## config.mk

```make
export PLATFORM = sky130hd
export DESIGN_NAME = ppm_frame_decode_regenerate_flat
export DESIGN_NICKNAME = d
export VERILOG_FILES = /design/src/sv/ppm_pkg.sv /design/src/sv/ppm_if.sv /design/src/sv/ppm_chan_mem.sv /design/src/sv/ppm_ctrl.sv /design/src/sv/ppm_regen.sv /design/src/sv/ppm_frame_decode_regenerate.sv /design/src/flat_wrapper.sv
export SDC_FILE = /design/constraint.sdc
export NUM_CORES = 1
export LEC_CHECK = 0
export ABC_AREA = 1
export BUFFER_PORTS_ARGS = -buffer_cell sky130_fd_sc_hd__buf_2
export CAP_MARGIN = 20
export CORE_AREA = 2 2 262 264
export DETAILED_ROUTE_END_ITERATION = 10
export DIE_AREA = 0 0 264 266
export GPL_ROUTABILITY_DRIVEN = 0
export GPL_TIMING_DRIVEN = 0
export PLACE_DENSITY = 0.77
export RECOVER_POWER = 50
export SYNTH_ARGS = -nofsm -noshare
export SYNTH_HDL_FRONTEND = slang
export SYNTH_SLANG_ARGS = --single-unit
```

## constraint.sdc

```tcl
create_clock -name clk_i -period 18.5 [get_ports clk_i]
set_clock_uncertainty 0.2 [all_clocks]
set_input_delay 0.925 -clock clk_i [delete_from_list [all_inputs] [get_ports clk_i]]
set_output_delay 0.925 -clock clk_i [all_outputs]
set_load 0.02 [all_outputs]
```

## src/sv/ppm_pkg.sv

```systemverilog
`default_nettype none
package ppm_pkg;

  localparam int SLOT_W = 4;
  localparam int TIME_W = 16;
  localparam int REG_W  = 12;
  localparam int VAL_W  = 16;

  typedef enum logic [1:0] {
    CMD_CAPTURE  = 2'd0,
    CMD_COMPARE  = 2'd1,
    CMD_TIMEOUT  = 2'd2,
    CMD_OVERRIDE = 2'd3
  } ppm_cmd_e;

  typedef enum logic [2:0] {
    REG_LOW_TIME     = 3'd0,
    REG_MIN_HIGH     = 3'd1,
    REG_MAX_HIGH     = 3'd2,
    REG_NEUTRAL_HIGH = 3'd3,
    REG_FRAME_PERIOD = 3'd4,
    REG_WINDOW_SLACK = 3'd5
  } ppm_reg_e;

  // what a compare item adds to the compare time
  typedef enum logic [1:0] {
    CMP_LOST   = 2'd0,
    CMP_LOW    = 2'd1,
    CMP_REMAIN = 2'd2,
    CMP_CHAN   = 2'd3
  } ppm_cmp_e;

  typedef struct packed {
    logic [REG_W-1:0]  low_time;
    logic [REG_W-1:0]  min_high;
    logic [REG_W-1:0]  max_high;
    logic [REG_W-1:0]  neutral_high;
    logic [TIME_W-1:0] frame_period;
    logic [REG_W-1:0]  window_slack;
  } ppm_cfg_t;

  // item state handed from the decode stage to the regenerate stage
  typedef struct packed {
    logic              is_cmp;
    ppm_cmp_e          cmp_mode;
    logic [TIME_W-1:0] compare_time;
    logic              dvalid;
    logic [SLOT_W-1:0] dchan;
    logic [VAL_W-1:0]  dval;
    logic              fsync;
    logic              link_lost;
  } ppm_stage_t;

endpackage
`default_nettype wire

```

## src/sv/ppm_if.sv

```systemverilog
`default_nettype none
interface ppm_in_if;
  logic        valid;
  logic        ready;
  logic [1:0]  command;
  logic [15:0] capture_time;
  logic [15:0] compare_time;
  logic [3:0]  override_channel;
  logic signed [15:0] override_value;

  modport source (output valid, command, capture_time, compare_time, override_channel,
                  override_value, input ready);
  modport sink (input valid, command, capture_time, compare_time, override_channel,
                override_value, output ready);
endinterface

interface ppm_out_if;
  logic        valid;
  logic        ready;
  logic [15:0] next_compare;
  logic        compare_valid;
  logic        decoded_valid;
  logic [3:0]  decoded_channel;
  logic signed [15:0] decoded_value;
  logic        frame_sync;
  logic        link_lost;

  modport source (output valid, next_compare, compare_valid, decoded_valid, decoded_channel,
                  decoded_value, frame_sync, link_lost, input ready);
  modport sink (input valid, next_compare, compare_valid, decoded_valid, decoded_channel,
                decoded_value, frame_sync, link_lost, output ready);
endinterface
`default_nettype wire

```

## src/sv/ppm_chan_mem.sv

```systemverilog
`default_nettype none
module ppm_chan_mem
  import ppm_pkg::*;
#(
  parameter int DEPTH = 12,
  parameter int IDX_W = 4
) (
  input  wire logic             clk_i,
  input  wire logic             rst_ni,
  input  wire logic             we_i,
  input  wire logic [IDX_W-1:0] waddr_i,
  input  wire logic [VAL_W-1:0] wdata_i,
  input  wire logic             re_i,
  input  wire logic [IDX_W-1:0] raddr_i,
  output logic      [VAL_W-1:0] rdata_o
);

  logic [VAL_W-1:0] mem [DEPTH];
  logic [DEPTH-1:0] entry_vld_q;
  logic [VAL_W-1:0] rdata_q;
  logic             rvld_q;

  always_ff @(posedge clk_i) begin
    if (we_i) begin
      mem[waddr_i] <= wdata_i;
    end
    if (re_i) begin
      rdata_q <= mem[raddr_i];
    end
  end

  // entries never written read as zero
  always_ff @(posedge clk_i or negedge rst_ni) begin
    if (!rst_ni) begin
      entry_vld_q <= '0;
      rvld_q      <= 1'b0;
    end else begin
      if (we_i) begin
        entry_vld_q[waddr_i] <= 1'b1;
      end
      if (re_i) begin
        rvld_q <= entry_vld_q[raddr_i];
      end
    end
  end

  assign rdata_o = rvld_q ? rdata_q : '0;

endmodule
`default_nettype wire

```

## src/sv/ppm_ctrl.sv

```systemverilog
`default_nettype none
module ppm_ctrl
  import ppm_pkg::*;
#(
  parameter int CHANNELS = 12,
  parameter int IDX_W    = 4
) (
  input  wire logic       clk_i,
  input  wire logic       rst_ni,
  ppm_in_if.sink          in_if,
  input  wire ppm_cfg_t   cfg_i,
  input  wire logic       b_take_i,
  output logic            b_valid_o,
  output ppm_stage_t      b_o,
  output logic            mem_re_o,
  output logic [IDX_W-1:0] mem_raddr_o,
  output logic            dec_we_o,
  output logic [IDX_W-1:0] dec_waddr_o,
  output logic [VAL_W-1:0] dec_wdata_o,
  output logic            ovr_we_o,
  output logic [IDX_W-1:0] ovr_waddr_o,
  output logic [VAL_W-1:0] ovr_wdata_o
);

  localparam logic [SLOT_W-1:0] ChanSlot = SLOT_W'(CHANNELS);
  localparam logic signed [19:0] ChanMul = 20'(CHANNELS);

  logic [TIME_W-1:0] last_edge_q, last_edge_d;
  logic [SLOT_W-1:0] in_slot_q, in_slot_d;
  logic [SLOT_W-1:0] out_slot_q, out_slot_d;
  logic              phase_q, phase_d;
  logic              lost_q, lost_d;
  logic              b_valid_q, b_valid_d;
  ppm_stage_t        b_q, b_d;

  logic              accept;
  ppm_cmd_e          cmd;
  logic [TIME_W-1:0] iv;
  logic signed [19:0] iv_s, lo_s, mn_s, mx_s, nt_s, fp_s, sl_s;
  logic signed [19:0] smin_s, smax_s, dv_s, ov_s, lob_s, hib_s, ovc_s;
  logic              is_sync, is_pulse, in_open;
  logic [VAL_W-1:0]  dval_sat;

  assign accept      = in_if.valid && in_if.ready;
  assign in_if.ready = !b_valid_q || b_take_i;
  assign cmd         = ppm_cmd_e'(in_if.command);

  // window arithmetic in a 20-bit signed domain
  assign iv   = in_if.capture_time - last_edge_q;
  assign iv_s = signed'(20'(iv));
  assign lo_s = signed'(20'(cfg_i.low_time));
  assign mn_s = signed'(20'(cfg_i.min_high));
  assign mx_s = signed'(20'(cfg_i.max_high));
  assign nt_s = signed'(20'(cfg_i.neutral_high));
  assign fp_s = signed'(20'(cfg_i.frame_period));
  assign sl_s = signed'(20'(cfg_i.window_slack));

  assign smin_s = fp_s - lo_s - (lo_s + mx_s) * ChanMul;
  assign smax_s = fp_s - lo_s - (lo_s + mn_s) * ChanMul;

  assign is_sync  = (iv_s > smin_s - sl_s) && (iv_s < smax_s + sl_s);
  assign is_pulse = (iv_s > lo_s + mn_s - sl_s) && (iv_s < lo_s + mx_s + sl_s);
  assign in_open  = in_slot_q < ChanSlot;

  assign dv_s     = iv_s - lo_s - nt_s;
  assign dval_sat = (dv_s > 20'sd32767) ? 16'h7FFF : dv_s[VAL_W-1:0];

  // override clamp, lower bound wins
  assign ov_s  = {{4{in_if.override_value[VAL_W-1]}}, in_if.override_value};
  assign lob_s = mn_s - nt_s;
  assign hib_s = mx_s - nt_s;
  always_comb begin
    if (ov_s < lob_s) begin
      ovc_s = lob_s;
    end else if (ov_s > hib_s) begin
      ovc_s = hib_s;
    end else begin
      ovc_s = ov_s;
    end
  end

  always_comb begin
    last_edge_d = last_edge_q;
    in_slot_d   = in_slot_q;
    out_slot_d  = out_slot_q;
    phase_d     = phase_q;
    lost_d      = lost_q;
    dec_we_o    = 1'b0;
    ovr_we_o    = 1'b0;
    b_d         = '0;
    b_d.cmp_mode     = CMP_LOST;
    b_d.compare_time = in_if.compare_time;
    unique case (cmd)
      CMD_CAPTURE: begin
        last_edge_d = in_if.capture_time;
        lost_d      = 1'b0;
        if (is_sync) begin
          in_slot_d = '0;
          b_d.fsync = 1'b1;
        end else if (in_open && is_pulse) begin
          dec_we_o   = accept;
          b_d.dvalid = 1'b1;
          b_d.dchan  = in_slot_q;
          b_d.dval   = dval_sat;
          in_slot_d  = in_slot_q + 1'b1;
        end
      end
      CMD_COMPARE: begin
        b_d.is_cmp = 1'b1;
        if (lost_q) begin
          b_d.cmp_mode = CMP_LOST;
        end else if (!phase_q) begin
          b_d.cmp_mode = CMP_LOW;
          phase_d      = 1'b1;
        end else if (out_slot_q >= ChanSlot) begin
          b_d.cmp_mode = CMP_REMAIN;
          out_slot_d   = '0;
          phase_d      = 1'b0;
        end else begin
          b_d.cmp_mode = CMP_CHAN;
          out_slot_d   = out_slot_q + 1'b1;
          phase_d      = 1'b0;
        end
      end
      CMD_TIMEOUT: begin
        lost_d = 1'b1;
      end
      CMD_OVERRIDE: begin
        ovr_we_o = accept && (in_if.override_channel < ChanSlot);
      end
      default: begin
        lost_d = lost_q;
      end
    endcase
    b_d.link_lost = lost_d;
  end

  assign dec_waddr_o = in_slot_q[IDX_W-1:0];
  assign dec_wdata_o = dval_sat;
  assign ovr_waddr_o = in_if.override_channel[IDX_W-1:0];
  assign ovr_wdata_o = ovc_s[VAL_W-1:0];

  // channel data for a compare item is read as it is accepted
  assign mem_re_o    = accept;
  assign mem_raddr_o = (out_slot_q < ChanSlot) ? out_slot_q[IDX_W-1:0] : '0;

  always_comb begin
    if (accept) begin
      b_valid_d = 1'b1;
    end else if (b_take_i) begin
      b_valid_d = 1'b0;
    end else begin
      b_valid_d = b_valid_q;
    end
  end

  always_ff @(posedge clk_i or negedge rst_ni) begin
    if (!rst_ni) begin
      last_edge_q <= '0;
      in_slot_q   <= ChanSlot;
      out_slot_q  <= ChanSlot;
      phase_q     <= 1'b0;
      lost_q      <= 1'b0;
      b_valid_q   <= 1'b0;
    end else begin
      b_valid_q <= b_valid_d;
      if (accept) begin
        last_edge_q <= last_edge_d;
        in_slot_q   <= in_slot_d;
        out_slot_q  <= out_slot_d;
        phase_q     <= phase_d;
        lost_q      <= lost_d;
      end
    end
  end

  always_ff @(posedge clk_i) begin
    if (accept) begin
      b_q <= b_d;
    end
  end

  assign b_valid_o = b_valid_q;
  assign b_o       = b_q;

endmodule
`default_nettype wire

```

## src/sv/ppm_regen.sv

```systemverilog
`default_nettype none
module ppm_regen
  import ppm_pkg::*;
(
  input  wire logic             clk_i,
  input  wire logic             rst_ni,
  input  wire ppm_cfg_t         cfg_i,
  input  wire logic             b_valid_i,
  input  wire ppm_stage_t       b_i,
  input  wire logic [VAL_W-1:0] dec_rd_i,
  input  wire logic [VAL_W-1:0] ovr_rd_i,
  output logic                  b_take_o,
  ppm_out_if.source             out_if
);

  logic [TIME_W-1:0] elapsed_q, elapsed_d;
  logic [TIME_W-1:0] add, width, next;
  logic              b_move;

  logic              out_valid_q;
  logic [TIME_W-1:0] next_q;
  logic              cvalid_q;
  logic              dvalid_q;
  logic [SLOT_W-1:0] dchan_q;
  logic [VAL_W-1:0]  dval_q;
  logic              fsync_q;
  logic              lost_q;

  // a nonzero override replaces the decoded width
  assign width = ((ovr_rd_i != '0) ? ovr_rd_i : dec_rd_i) + TIME_W'(cfg_i.neutral_high);

  always_comb begin
    elapsed_d = elapsed_q;
    add       = '0;
    case (b_i.cmp_mode)
      CMP_LOST: begin
        add = cfg_i.frame_period;
      end
      CMP_LOW: begin
        add       = TIME_W'(cfg_i.low_time);
        elapsed_d = elapsed_q + add;
      end
      CMP_REMAIN: begin
        add       = cfg_i.frame_period - elapsed_q;
        elapsed_d = '0;
      end
      CMP_CHAN: begin
        add       = width;
        elapsed_d = elapsed_q + add;
      end
      default: begin
        add = '0;
      end
    endcase
  end

  assign next     = b_i.compare_time + add;
  assign b_take_o = !out_valid_q || out_if.ready;
  assign b_move   = b_valid_i && b_take_o;

  always_ff @(posedge clk_i or negedge rst_ni) begin
    if (!rst_ni) begin
      out_valid_q <= 1'b0;
      elapsed_q   <= '0;
    end else begin
      if (b_move) begin
        out_valid_q <= 1'b1;
        if (b_i.is_cmp) begin
          elapsed_q <= elapsed_d;
        end
      end else if (out_if.ready) begin
        out_valid_q <= 1'b0;
      end
    end
  end

  always_ff @(posedge clk_i) begin
    if (b_move) begin
      next_q   <= b_i.is_cmp ? next : '0;
      cvalid_q <= b_i.is_cmp;
      dvalid_q <= b_i.dvalid;
      dchan_q  <= b_i.dchan;
      dval_q   <= b_i.dval;
      fsync_q  <= b_i.fsync;
      lost_q   <= b_i.link_lost;
    end
  end

  assign out_if.valid           = out_valid_q;
  assign out_if.next_compare    = next_q;
  assign out_if.compare_valid   = cvalid_q;
  assign out_if.decoded_valid   = dvalid_q;
  assign out_if.decoded_channel = dchan_q;
  assign out_if.decoded_value   = dval_q;
  assign out_if.frame_sync      = fsync_q;
  assign out_if.link_lost       = lost_q;

endmodule
`default_nettype wire

```

## src/sv/ppm_frame_decode_regenerate.sv

```systemverilog
// an accepted item is registered in the decode stage, then in the regenerate stage
// throughput: one item per cycle while results are taken; each channel store has one
//   write and one read port, the compare read is issued as the item is accepted and
//   consumed in the regenerate stage
// reset: control state clears at once, both channel stores read as zero through
//   per-entry valid bits, so items are taken as soon as reset is released
`default_nettype none
module ppm_frame_decode_regenerate
  import ppm_pkg::*;
#(
  parameter int CHANNELS = 12
) (
  input  wire logic        clk_i,
  input  wire logic        rst_ni,
  ppm_in_if.sink           in_if,
  ppm_out_if.source        out_if,
  input  wire logic        cfg_we_i,
  input  wire logic [2:0]  cfg_idx_i,
  input  wire logic [15:0] cfg_wdata_i
);

  localparam int IdxW = (CHANNELS > 1) ? $clog2(CHANNELS) : 1;

  ppm_cfg_t   cfg_q;
  logic       b_valid, b_take;
  ppm_stage_t b_stage;
  logic       mem_re;
  logic [IdxW-1:0] mem_raddr, dec_waddr, ovr_waddr;
  logic       dec_we, ovr_we;
  logic [VAL_W-1:0] dec_wdata, ovr_wdata, dec_rd, ovr_rd;

  always_ff @(posedge clk_i or negedge rst_ni) begin
    if (!rst_ni) begin
      cfg_q.low_time     <= 12'd520;
      cfg_q.min_high     <= 12'd600;
      cfg_q.max_high     <= 12'd1400;
      cfg_q.neutral_high <= 12'd1000;
      cfg_q.frame_period <= 16'd30000;
      cfg_q.window_slack <= 12'd200;
    end else if (cfg_we_i) begin
      unique case (ppm_reg_e'(cfg_idx_i))
        REG_LOW_TIME:     cfg_q.low_time     <= cfg_wdata_i[REG_W-1:0];
        REG_MIN_HIGH:     cfg_q.min_high     <= cfg_wdata_i[REG_W-1:0];
        REG_MAX_HIGH:     cfg_q.max_high     <= cfg_wdata_i[REG_W-1:0];
        REG_NEUTRAL_HIGH: cfg_q.neutral_high <= cfg_wdata_i[REG_W-1:0];
        REG_FRAME_PERIOD: cfg_q.frame_period <= cfg_wdata_i;
        REG_WINDOW_SLACK: cfg_q.window_slack <= cfg_wdata_i[REG_W-1:0];
        default: begin
          cfg_q <= cfg_q;
        end
      endcase
    end
  end

  ppm_ctrl #(
    .CHANNELS (CHANNELS),
    .IDX_W    (IdxW)
  ) u_ctrl (
    .clk_i       (clk_i),
    .rst_ni      (rst_ni),
    .in_if       (in_if),
    .cfg_i       (cfg_q),
    .b_take_i    (b_take),
    .b_valid_o   (b_valid),
    .b_o         (b_stage),
    .mem_re_o    (mem_re),
    .mem_raddr_o (mem_raddr),
    .dec_we_o    (dec_we),
    .dec_waddr_o (dec_waddr),
    .dec_wdata_o (dec_wdata),
    .ovr_we_o    (ovr_we),
    .ovr_waddr_o (ovr_waddr),
    .ovr_wdata_o (ovr_wdata)
  );

  ppm_chan_mem #(
    .DEPTH (CHANNELS),
    .IDX_W (IdxW)
  ) u_dec_mem (
    .clk_i   (clk_i),
    .rst_ni  (rst_ni),
    .we_i    (dec_we),
    .waddr_i (dec_waddr),
    .wdata_i (dec_wdata),
    .re_i    (mem_re),
    .raddr_i (mem_raddr),
    .rdata_o (dec_rd)
  );

  ppm_chan_mem #(
    .DEPTH (CHANNELS),
    .IDX_W (IdxW)
  ) u_ovr_mem (
    .clk_i   (clk_i),
    .rst_ni  (rst_ni),
    .we_i    (ovr_we),
    .waddr_i (ovr_waddr),
    .wdata_i (ovr_wdata),
    .re_i    (mem_re),
    .raddr_i (mem_raddr),
    .rdata_o (ovr_rd)
  );

  ppm_regen u_regen (
    .clk_i     (clk_i),
    .rst_ni    (rst_ni),
    .cfg_i     (cfg_q),
    .b_valid_i (b_valid),
    .b_i       (b_stage),
    .dec_rd_i  (dec_rd),
    .ovr_rd_i  (ovr_rd),
    .b_take_o  (b_take),
    .out_if    (out_if)
  );

endmodule
`default_nettype wire

```

## src/flat_wrapper.sv

```systemverilog
// flat-port wrapper written by rule: the top's interface ports become plain ports
module ppm_frame_decode_regenerate_flat import ppm_pkg::*;
#(
  parameter int CHANNELS = 12
)
  (clk_i, rst_ni, cfg_we_i, cfg_idx_i, cfg_wdata_i, in_if_valid, in_if_command, in_if_capture_time, in_if_compare_time, in_if_override_channel, in_if_override_value, in_if_ready, out_if_valid, out_if_next_compare, out_if_compare_valid, out_if_decoded_valid, out_if_decoded_channel, out_if_decoded_value, out_if_frame_sync, out_if_link_lost, out_if_ready);
  ppm_in_if in_if_i ();
  ppm_out_if out_if_i ();
  input  wire logic clk_i;
  input  wire logic rst_ni;
  input  wire logic cfg_we_i;
  input  wire logic [2:0] cfg_idx_i;
  input  wire logic [15:0] cfg_wdata_i;
  input wire logic [$bits(in_if_i.valid)-1:0] in_if_valid;
  input wire logic [$bits(in_if_i.command)-1:0] in_if_command;
  input wire logic [$bits(in_if_i.capture_time)-1:0] in_if_capture_time;
  input wire logic [$bits(in_if_i.compare_time)-1:0] in_if_compare_time;
  input wire logic [$bits(in_if_i.override_channel)-1:0] in_if_override_channel;
  input wire logic [$bits(in_if_i.override_value)-1:0] in_if_override_value;
  output wire logic [$bits(in_if_i.ready)-1:0] in_if_ready;
  output wire logic [$bits(out_if_i.valid)-1:0] out_if_valid;
  output wire logic [$bits(out_if_i.next_compare)-1:0] out_if_next_compare;
  output wire logic [$bits(out_if_i.compare_valid)-1:0] out_if_compare_valid;
  output wire logic [$bits(out_if_i.decoded_valid)-1:0] out_if_decoded_valid;
  output wire logic [$bits(out_if_i.decoded_channel)-1:0] out_if_decoded_channel;
  output wire logic [$bits(out_if_i.decoded_value)-1:0] out_if_decoded_value;
  output wire logic [$bits(out_if_i.frame_sync)-1:0] out_if_frame_sync;
  output wire logic [$bits(out_if_i.link_lost)-1:0] out_if_link_lost;
  input wire logic [$bits(out_if_i.ready)-1:0] out_if_ready;
  assign in_if_i.valid = in_if_valid;
  assign in_if_i.command = in_if_command;
  assign in_if_i.capture_time = in_if_capture_time;
  assign in_if_i.compare_time = in_if_compare_time;
  assign in_if_i.override_channel = in_if_override_channel;
  assign in_if_i.override_value = in_if_override_value;
  assign in_if_ready = in_if_i.ready;
  assign out_if_valid = out_if_i.valid;
  assign out_if_next_compare = out_if_i.next_compare;
  assign out_if_compare_valid = out_if_i.compare_valid;
  assign out_if_decoded_valid = out_if_i.decoded_valid;
  assign out_if_decoded_channel = out_if_i.decoded_channel;
  assign out_if_decoded_value = out_if_i.decoded_value;
  assign out_if_frame_sync = out_if_i.frame_sync;
  assign out_if_link_lost = out_if_i.link_lost;
  assign out_if_i.ready = out_if_ready;
  ppm_frame_decode_regenerate #(.CHANNELS(CHANNELS)) u_core (.clk_i(clk_i), .rst_ni(rst_ni), .in_if(in_if_i), .out_if(out_if_i), .cfg_we_i(cfg_we_i), .cfg_idx_i(cfg_idx_i), .cfg_wdata_i(cfg_wdata_i));
endmodule
```

# Yosys cells after proc, flatten, opt, wreduce, memory -nomap -nowiden
# Memories as Yosys holds them, arrays and structs flattened. A register that Yosys moved wholly into a read port is not among the register bits.
# Cells that the tools add are included.
totals:
  mem_bits_rw: 384
  register_bits: 228
  input_bits: 78
  n_memories: 2
  word_cells: 168
  out_inout_bits: 42
mem_list:
  columns: ["name", "depth", "word_bits", "read_ports", "rd_ports_with_merged_regs", "write_ports", "line", "rtl"]
  rows:
  - ["u_core.u_dec_mem.mem", 12, 16, 1, 1, 1, "ppm_chan_mem.sv:18", "logic [VAL_W-1:0] mem [DEPTH];"]
  - ["u_core.u_ovr_mem.mem", 12, 16, 1, 1, 1, "ppm_chan_mem.sv:18", null]
op_classes:
  n_eq_ne: 11
  n_lt_le_gt_ge: 16
  mul: 2
  n_bitwise: 7
  reduce_logical: 35
  n_addsub: 21
  muxes: 40
op_table:
  columns: ["cell", "n"]
  rows:
  - ["$mux 16", 6]
  - ["$pmux 16 s4", 1]
  - ["$pmux 16 s3", 1]
  - ["$mul 20x3->18 const B", 2]
  - ["$sub 17x20->20", 2]
  - ["$sub 16x12->17", 2]
  - ["$add 16x12->16", 2]
  - ["$add 16x16->16", 2]
  - ["$sub 16x16->16", 2]
  - ["$add 12x12->13", 2]
  - ["$sub 12x12->13", 2]
  - ["$or 12x12->12", 2]
  - ["$mux 21", 1]
  - ["$add 20x13->20", 1]
  - ["$gt 17x20->1", 1]
  - ["$lt 17x20->1", 1]
  - ["$sub 20x13->20", 1]
  - ["$mux 1", 19]
  - ["$gt 18x16->1 const B", 1]
  - ["$sub 17x13->18", 1]
  - ["$gt 17x14->1", 1]
  - ["$gt 16x13->1", 1]
  - ["$lt 16x13->1", 1]
  - ["$lt 16x14->1", 1]
  - ["32 further kinds", 76]

# Longest topological paths before layout
# Gate-level depths: netlist (run 1).
depth:
  word_depth: 10
  mapped_depth: 42
  ltp_nobuf: 42

# Cells and area by module
# Synthesis (run 1) repeated with hierarchy kept, for this count alone.
unflattened:
  cells_unflattened: 4625
  hier_area_um2: 40886.7
modules_own_cells:
  columns: ["mod", "cells_each", "n_inst", "seq_area_each_um2", "area_per_inst_um2"]
  rows:
  - ["ppm_ctrl", 2116, 1, 1941.9, 14813.0]
  - ["ppm_chan_mem at u_core.u_ovr_mem", 709, 1, 6571.3, 8805.9]
  - ["ppm_chan_mem at u_core.u_dec_mem", 709, 1, 6571.3, 8800.9]
  - ["ppm_regen", 747, 1, 1626.6, 5405.2]
  - ["ppm_frame_decode_regenerate", 344, 1, 1936.9, 3061.7]

# Worst setup path before layout (run 1)
# No wires, ideal clock.
synth_path:
  kind: "reg-to-reg"
  start: "reg u_core.cfg_q[65] in the netlist's numbering"
  end: "mem u_core.u_dec_mem.mem[11][0], enable pin"
  period_less_slack_ns: 6.790
  required_time_ns: 17.936
  n_path_buf: 1
  t_arrival_ns: 6.226
  setup_slack_ns: 11.710
  path_stages_with_launch: 36
  setup_time_ns: 0.364
  path_cell_list: "dfrtp_1 > inv_1 > fa_1 > o21ai_0 > xor2_1 > inv_1 > nor2_1 > nor2_1 > ha_1 > a21oi_1 > inv_1 > a31oi_1 > o21ai_0 > xor2_1 > fa_1 > inv_1 > ha_1 > nand2_1 > inv_1 > a21oi_1 > nand3_2 > xnor2_1 > ha_1 > nand2_1 > inv_1 > nand3_1 > nor3_1 > nand2_1 > nor3b_1 > nand2_1 > nand3_1 > nor2_4 > nor2_4 > buf_6 > nand4_1 > inv_1"
synth_between:
  elab_chain_cells: 10
  word_cells_on_any_way: 23
  classes_between: "add/sub (9); mul (2); order compare (4); mux (5); reduce/logical (3)"
synth_lines:
  columns: ["element", "line", "rtl"]
  rows:
  - ["start: declaration", "ppm_frame_decode_regenerate.sv:24", "ppm_cfg_t cfg_q;"]
  - ["start signal: assignment", "ppm_frame_decode_regenerate.sv:49", "cfg_q <= cfg_q;"]
  - ["$add 12x12->13 (on tied branches)", "ppm_ctrl.sv:58, ppm_ctrl.sv:62, ppm_ctrl.sv:59", null]
  - ["$mul 20x3->18 (tied with other cells)", "ppm_ctrl.sv:58", "assign smin_s = fp_s - lo_s - (lo_s + mx_s) * ChanMul;"]
  - ["$sub 17x20->20 (tied with other cells)", "ppm_ctrl.sv:58", null]
  - ["$sub 20x13->20 (tied with other cells)", "ppm_ctrl.sv:61", "assign is_sync = (iv_s > smin_s - sl_s) && (iv_s < smax_s + sl_s);"]
  - ["$gt 17x20->1 (tied with other cells)", "ppm_ctrl.sv:61", null]
  - ["$logic_and 1x1->1 or $mux 1 (tied branches)", "ppm_ctrl.sv:61, ppm_ctrl.sv:100", null]
  - ["$mux 1 *", "ppm_ctrl.sv:97", "if (is_sync) begin"]
  - ["$mux 1 *", "ppm_ctrl.sv:93", "unique case (cmd)"]
  - ["$mux 1 *", "ppm_chan_mem.sv:24", "if (we_i) begin"]
  - ["$mux 1 (not written as such) *", "ppm_chan_mem.sv:25", "mem[waddr_i] <= wdata_i;"]
  - ["end: declaration", "ppm_chan_mem.sv:18", null]
# Mark *: on every way between the ends. The rest lies on a longest branch, timed or not.

# Final worst setup path (run 1)
layout_path:
  start: "reg u_core.cfg_q[65] in the netlist's numbering"
  end: "mem u_core.u_dec_mem.mem[5][12], enable pin"
# The elaborated chain is that of the path after synthesis.

==> results of run 1 <==
-- cells in the mapped netlist, drive strengths merged, types with 32 or more instances --
cell type	count	area, um2
nor3	44	235.2
clkbuf	101	379.1
dfrtp	114	2853
inv	536	2012
o32ai	100	875.8
a21oi	300	1561
ha	365	4567
dfstp	32	840.8
nand2	830	3161
nand3	170	870.8
nor2	534	2029
fa	37	740.7
xnor2	51	446.7
edfxtp	498	14950
nand4	36	231.5
xor2	106	928.4
o21ai	376	1893
-- metrics by stage --
stage / cells / cell area, um2 / hold slack, ps / util
6_report: 5589 / 44070 / 196.5 / 0.6505
5_1_grt: 5587 / 44060 / 208.7 / 0.6504
4_1_cts: 5586 / 44370 / 90.29 / 0.6549
3_5_place_dp: 5459 / 42120 / 204.5 / 0.6218
3_3_place_gp: 5430 / 41740 / 203.4 / 0.6162
2_1_floorplan: 4429 / 40040 / 200.3 / -
-- state kept, by name (all words and copies together) (netlist names), 4 cells and up --
register,count
u_core.u_regen.elapsed_q,16
u_core.u_dec_mem.entry_vld_q,12
u_core.u_regen.out_if.decoded_channel,4
u_core.u_ovr_mem.mem,192
u_core.u_ctrl.out_slot_q,4
u_core.u_ctrl.b_o,42
u_core.u_dec_mem.rdata_q,16
u_core.u_ovr_mem.rdata_q,16
u_core.u_regen.out_if.decoded_value,16
u_core.u_regen.out_if.next_compare,16
u_core.u_ovr_mem.entry_vld_q,12
u_core.u_ctrl.dec_waddr_o,4
u_core.cfg_q,76
u_core.u_dec_mem.mem,192
u_core.u_ctrl.last_edge_q,16
-- per-layer routing --
layer,track usage,wire length [um],up-vias
met5,0,89,-
met4,0.1660,6451,4
met3,0.06128,12030,384
met2,0.5384,54300,1858
met1,0.4288,45280,15570
li1,-,-,15640
-- worst register-to-register path, delay by kind of cell, from the launching register on --
kind	cells	cell delay, ps
adders and majority gates	5	2040
and+or+nand+nor	14	1850
buffers and inverters	8	1590
AOI/OAI and AO/OA	5	1100
xor gates and xnor gates	3	850
DFF	1	590
-- final cells by class --
type	instances	area (um2)	share of cell area
clock inverters	44	466.7	0.01059
repair buffers	149	673.1	0.01527
diodes	2	5.005	0.0001136
clock buffers	83	1779	0.04037
flip-flops and latches	644	18650	0.4232
multi-input cells	3128	18860	0.4280
inverters	540	2027	0.04600
plain buffers	117	506.7	0.01150
well taps	882	1104	0.02504
-- worst max path at each step --
stage,to,slack (ps),cells past startpoint
floorplan,u_core.u_dec_mem.mem[11][0]$_DFFE_PP_,11710,35
global placement,u_core.u_dec_mem.mem[11][6]$_DFFE_PP_,10150,36
detailed placement,u_core.u_dec_mem.mem[7][2]$_DFFE_PP_,10030,37
CTS,u_core.u_dec_mem.mem[7][12]$_DFFE_PP_,9950,35
global route,u_core.u_dec_mem.mem[11][12]$_DFFE_PP_,9190,38
finish,u_core.u_dec_mem.mem[5][12]$_DFFE_PP_,9870,35
-- cells by family after synthesis --
logic type | after synthesis | synth area share
AOI/OAI and AO/OA | 924 | 0.1357
xor gates and xnor gates | 157 | 0.03434
adders and majority gates | 402 | 0.1326
buffers and inverters | 657 | 0.06331
DFF | 644 | 0.4657
muxes | 1 | 0.0002812
and+or+nand+nor | 1644 | 0.1681
==> impl_metrics.csv, run 1 <==
group,metric,value,unit
outcome,status,"finished with violations",
outcome,violations,"capacitance limit, slew limit",
clocking,path_clk_slew,60,ps
setup_path,crit_start,"u_core.cfg_q[65]$_DFFE_PN0P_",
timing,period_share,0.4663,
timing,rsz0062_at_grt,"no",
global_route,overflow,0,
routing,avgViaCountPerCell,5.985,
yosys,synthFlopType,"edfxtp_1",
die,die_x,264,um
routing,drtPass1Iterations,6,
yosys,synthDistinctLibCells,56,
setup_path,r2r-end,"u_core.u_dec_mem.mem[5][12]$_DFFE_PP_",
setup_path,crit_arrival,8660,ps
timing,final.setup.tns,0,ps
layout,drive_above_1_share,0.06440,
timing,slew_headroom,-2.064,
setup_path,cpMaxStageDelayCell,"inv_1",
clocking,holdBufCountCts,0,
setup_path,worst-path-buf-inv,8,
die,die-area,70220,um2
timing,hold_viol_final,0,
worst_hold_path,hp-class,"reg -> reg",
layout,layout.nets,5129,
routing,drc,0,
setup_path,cp_top_family,"adder cells",
routing,num_vias,33450,
setup_path,cp_max_fo,16,
clocking,cts_buffer_depth,3,
die,start_util,0.5911,
timing,setup_violations,0,
global_route,grt_first_pass_wirelength,178000,um
setup_path,r2r_slack,9870,ps
die,rows,96,
clocking,clk_root_buffer_cell,"clkbuf_16",
setup_path,r2r_start,"u_core.cfg_q[65]$_DFFE_PN0P_",
setup_path,required,18540,ps
global_route,track_usage,0.3316,
yosys,netlist_instances,4429,
clocking,numCtsBuffers,69,
yosys,synth_edf_count,498,
timing,timing.fmax,115.9,MHz
setup_path,cp-start-kind,"flop",
setup_path,reg2reg_depth,35,
yosys,yosysSeqAreaShare,0.4657,
yosys,yosys_warnings,0,
global_route,antenna_found_initial,2,
flow_run,cap_violations,5,
global_route,grt_max_degree,85,
timing,finalCriticalPeriod,8626,ps
clocking,cts_setup_buffers,0,
layout,mostFrequentLayoutCells,"nand2_1, nor2_1, inv_1",
placement,port-buffer-count,119,
clocking,htreeDepth,3,
global_route,grt_pass1_vias,31460,
die,core,67750,um2
clocking,clk_latency,640,ps
clocking,clock-sinks,644,
timing,slew_viol_final,259,
routing,antenna_left,0,
layout,final_common_cell,"nand2_1",
yosys,synth_seq_cells,644,
clocking,ctsResizeCount,0,
placement,dp_hpwl,88380,um
timing,fin_ws,9874,ps
worst_hold_path,min_to,"u_core.u_regen.out_if.decoded_channel[2]$_DFFE_PP_",
routing,wl,118200,um
worst_hold_path,min_delay_path_depth,0,
routing,wl_per_cell,21.14,um
yosys,avgSynthCellArea,9.041,um2
setup_path,critPathMostFrequentCell,"inv_1",
setup_path,critPathKind,"reg -> reg",
yosys,synth_nets,4909,
worst_hold_path,min_from,"u_core.u_ctrl.b_o[20]$_SDFFCE_PP0P_",
placement,dp_slack,10030,ps
timing,worstMarginPinSlew,4596,ps
setup_path,crit_path_max_incr_delay,760,ps
die,die_h,266,um
die,io_pins,120,
layout,fillers,5459,
routing,drtIter0Drc,3968,
layout,area_growth,10.06,%
setup_path,endpoint_kind,"flop",
yosys,synthArstFlopShare,0.2267,
yosys,syn_area,40040,um2
clocking,cts_tree,"yes",
Power of run 1 is left out: the tool's default activity adds up to more than one toggle a clock period on the data nets, which glitch-free logic cannot reach.
==> inputs of run 2 (changes only) <==
==> constraint.sdc (replaced) <==
create_clock -name clk_i -period 8.8 [get_ports clk_i]
set_clock_uncertainty 0.2 [all_clocks]
set_input_delay 0.44 -clock clk_i [delete_from_list [all_inputs] [get_ports clk_i]]
set_output_delay 0.44 -clock clk_i [all_outputs]
set_load 0.02 [all_outputs]
==> impl_metrics.csv, run 2 (synthesized netlist as in run 1, its figures left out) <==
group,metric,value,unit
timing,rsz0062_at_grt,"no",
global_route,grt.met2_usage,0.5429,
worst_hold_path,hp-class,"in -> reg",
setup_path,r2r_start,"u_core.cfg_q[65]$_DFFE_PN0P_",
timing,hold_viol_final,0,
setup_path,critPathKind,"reg -> reg",
global_route,overflow,0,
layout,mostFrequentLayoutCells,"nand2_1, nor2_1, inv_1",
die,rows,96,
layout,layout.nets,5178,
routing,avgViaCountPerCell,5.993,
layout,area_growth,11.61,%
setup_path,reg2reg_depth,36,
worst_hold_path,min_delay_path_depth,3,
timing,slew_headroom,-2.035,
global_route,use_met1,0.4308,
routing,drtPass1Iterations,6,
timing,holdWs,65.45,ps
die,die_h,266,um
setup_path,crit_arrival,8290,ps
setup_path,r2r_slack,530,ps
setup_path,critPathMostFrequentCell,"nand2_1",
flow_run,cap_violations,5,
timing,worstMarginPinSlew,4552,ps
setup_path,endpoint_kind,"flop",
global_route,antenna_found_initial,2,
routing,antenna_left,0,
global_route,grt_first_pass_wirelength,179500,um
timing,period_share,0.9394,
clocking,numCtsBuffers,69,
layout,n_antenna_cell,0,
timing,slew_viol_final,259,
placement,dp_hpwl,88380,um
routing,wl_per_cell,21.26,um
clocking,clock-sinks,644,
setup_path,crit_path_max_incr_delay,580,ps
placement,port-buffer-count,119,
routing,num_vias,33780,
routing,drtIter0Drc,3883,
layout,drive_above_1_share,0.06899,
global_route,track_usage,0.3344,
worst_hold_path,min_from,"in_if_override_channel[0]",
worst_hold_path,min_to,"u_core.u_ovr_mem.entry_vld_q[1]$_DFFE_PN0P_",
clocking,path_clk_slew,60,ps
setup_path,required,8820,ps
outcome,status,"finished with violations",
clocking,clk_latency,640,ps
global_route,grt_max_degree,85,
layout,reg_top3,"u_core.u_dec_mem.mem x192, u_core.u_ovr_mem.mem x192, u_core.cfg_q x76",
clocking,htreeDepth,3,
global_route,top_usage_layer,"met2",
clocking,cts_buffer_depth,3,
global_route,grt_pass1_vias,31750,
timing,finalCriticalPeriod,8267,ps
clocking,cts_tree,"yes",
layout,fillers,5367,
outcome,violations,"capacitance limit, slew limit",
timing,setup_violations,0,
global_route,met3_usage,0.06146,
setup_path,cp_max_fo,16,
layout,seq_area,18650,um2
timing,timing.fmax,121.0,MHz
setup_path,cpMaxStageDelayCell,"dfrtp_1",
die,core,67750,um2
die,die-area,70220,um2
routing,wl,119800,um
die,die_x,264,um
clocking,clk_root_buffer_cell,"clkbuf_16",
layout,multi_input_area,18870,um2
die,io_pins,120,
setup_path,cp-start-kind,"flop",
die,start_util,0.5911,
timing,final.setup.tns,0,ps
layout,final_common_cell,"nand2_1",
routing,drc,0,
setup_path,r2r-end,"u_core.u_dec_mem.mem[0][10]$_DFFE_PP_",
run 2: timing repair:
item	in CTS	in global routing
setup buffers	0	11
hold buffers	38	0
gates resized for setup	0	14
hold endpoints to repair	89	0
setup endpoints to repair	0	192
run 2: layout make-up:
cell class,count,area share
well taps,882,0.02469
plain buffers,117,0.01134
clock inverters,44,0.01044
clock buffers,83,0.03981
multi-input cells,3128,0.4221
inverters,540,0.04636
flip-flops and latches,644,0.4172
repair buffers,198,0.02797
run 2: per-stage QoR:
stage	utilization	cell area (um2)	cells	setup WS, ps
detailed placement	0.6218	42120	5459	332.3
finish	0.6597	44690	5636	533.4
global route	0.6597	44690	5636	8.861
global placement	0.6162	41740	5430	446.4
floorplan	-	40040	4429	2010
CTS	0.6605	44750	5624	250.2
run 2: worst max-delay path by stage:
stage | startpoint | to | slack, ps
2_1_floorplan | u_core.cfg_q[65]$_DFFE_PN0P_ | u_core.u_dec_mem.mem[11][0]$_DFFE_PP_ | 2010
6_report | u_core.cfg_q[65]$_DFFE_PN0P_ | u_core.u_dec_mem.mem[0][10]$_DFFE_PP_ | 530
3_3_place_gp | u_core.cfg_q[65]$_DFFE_PN0P_ | u_core.u_dec_mem.mem[11][6]$_DFFE_PP_ | 450
4_1_cts | u_core.cfg_q[65]$_DFFE_PN0P_ | u_core.u_dec_mem.mem[7][12]$_DFFE_PP_ | 250
3_5_place_dp | u_core.cfg_q[65]$_DFFE_PN0P_ | u_core.u_dec_mem.mem[7][2]$_DFFE_PP_ | 330
5_1_grt | rst_ni | u_core.cfg_q[28]$_DFFE_PN0P_ | 9
run 2: critical path: cells and delay by family, from the launching register on:
family                     cells  cell delay, ps
adders and majority gates      6            2080
AOI/OAI and AO/OA              7            1380
and+or+nand+nor               17            1990
DFF                            1             580
buffers and inverters          3             960
xor gates and xnor gates       3             630
run 2: routing by layer:
metal	wire (um)	share of wire	up-vias
met3	12180	0.10	423
met4	7112	0.059	2
met1	45630	0.38	15730
li1	-	-	15740
met2	54880	0.46	1884
met5	13	0.00011	-
Power of run 2 is left out for the same reason.
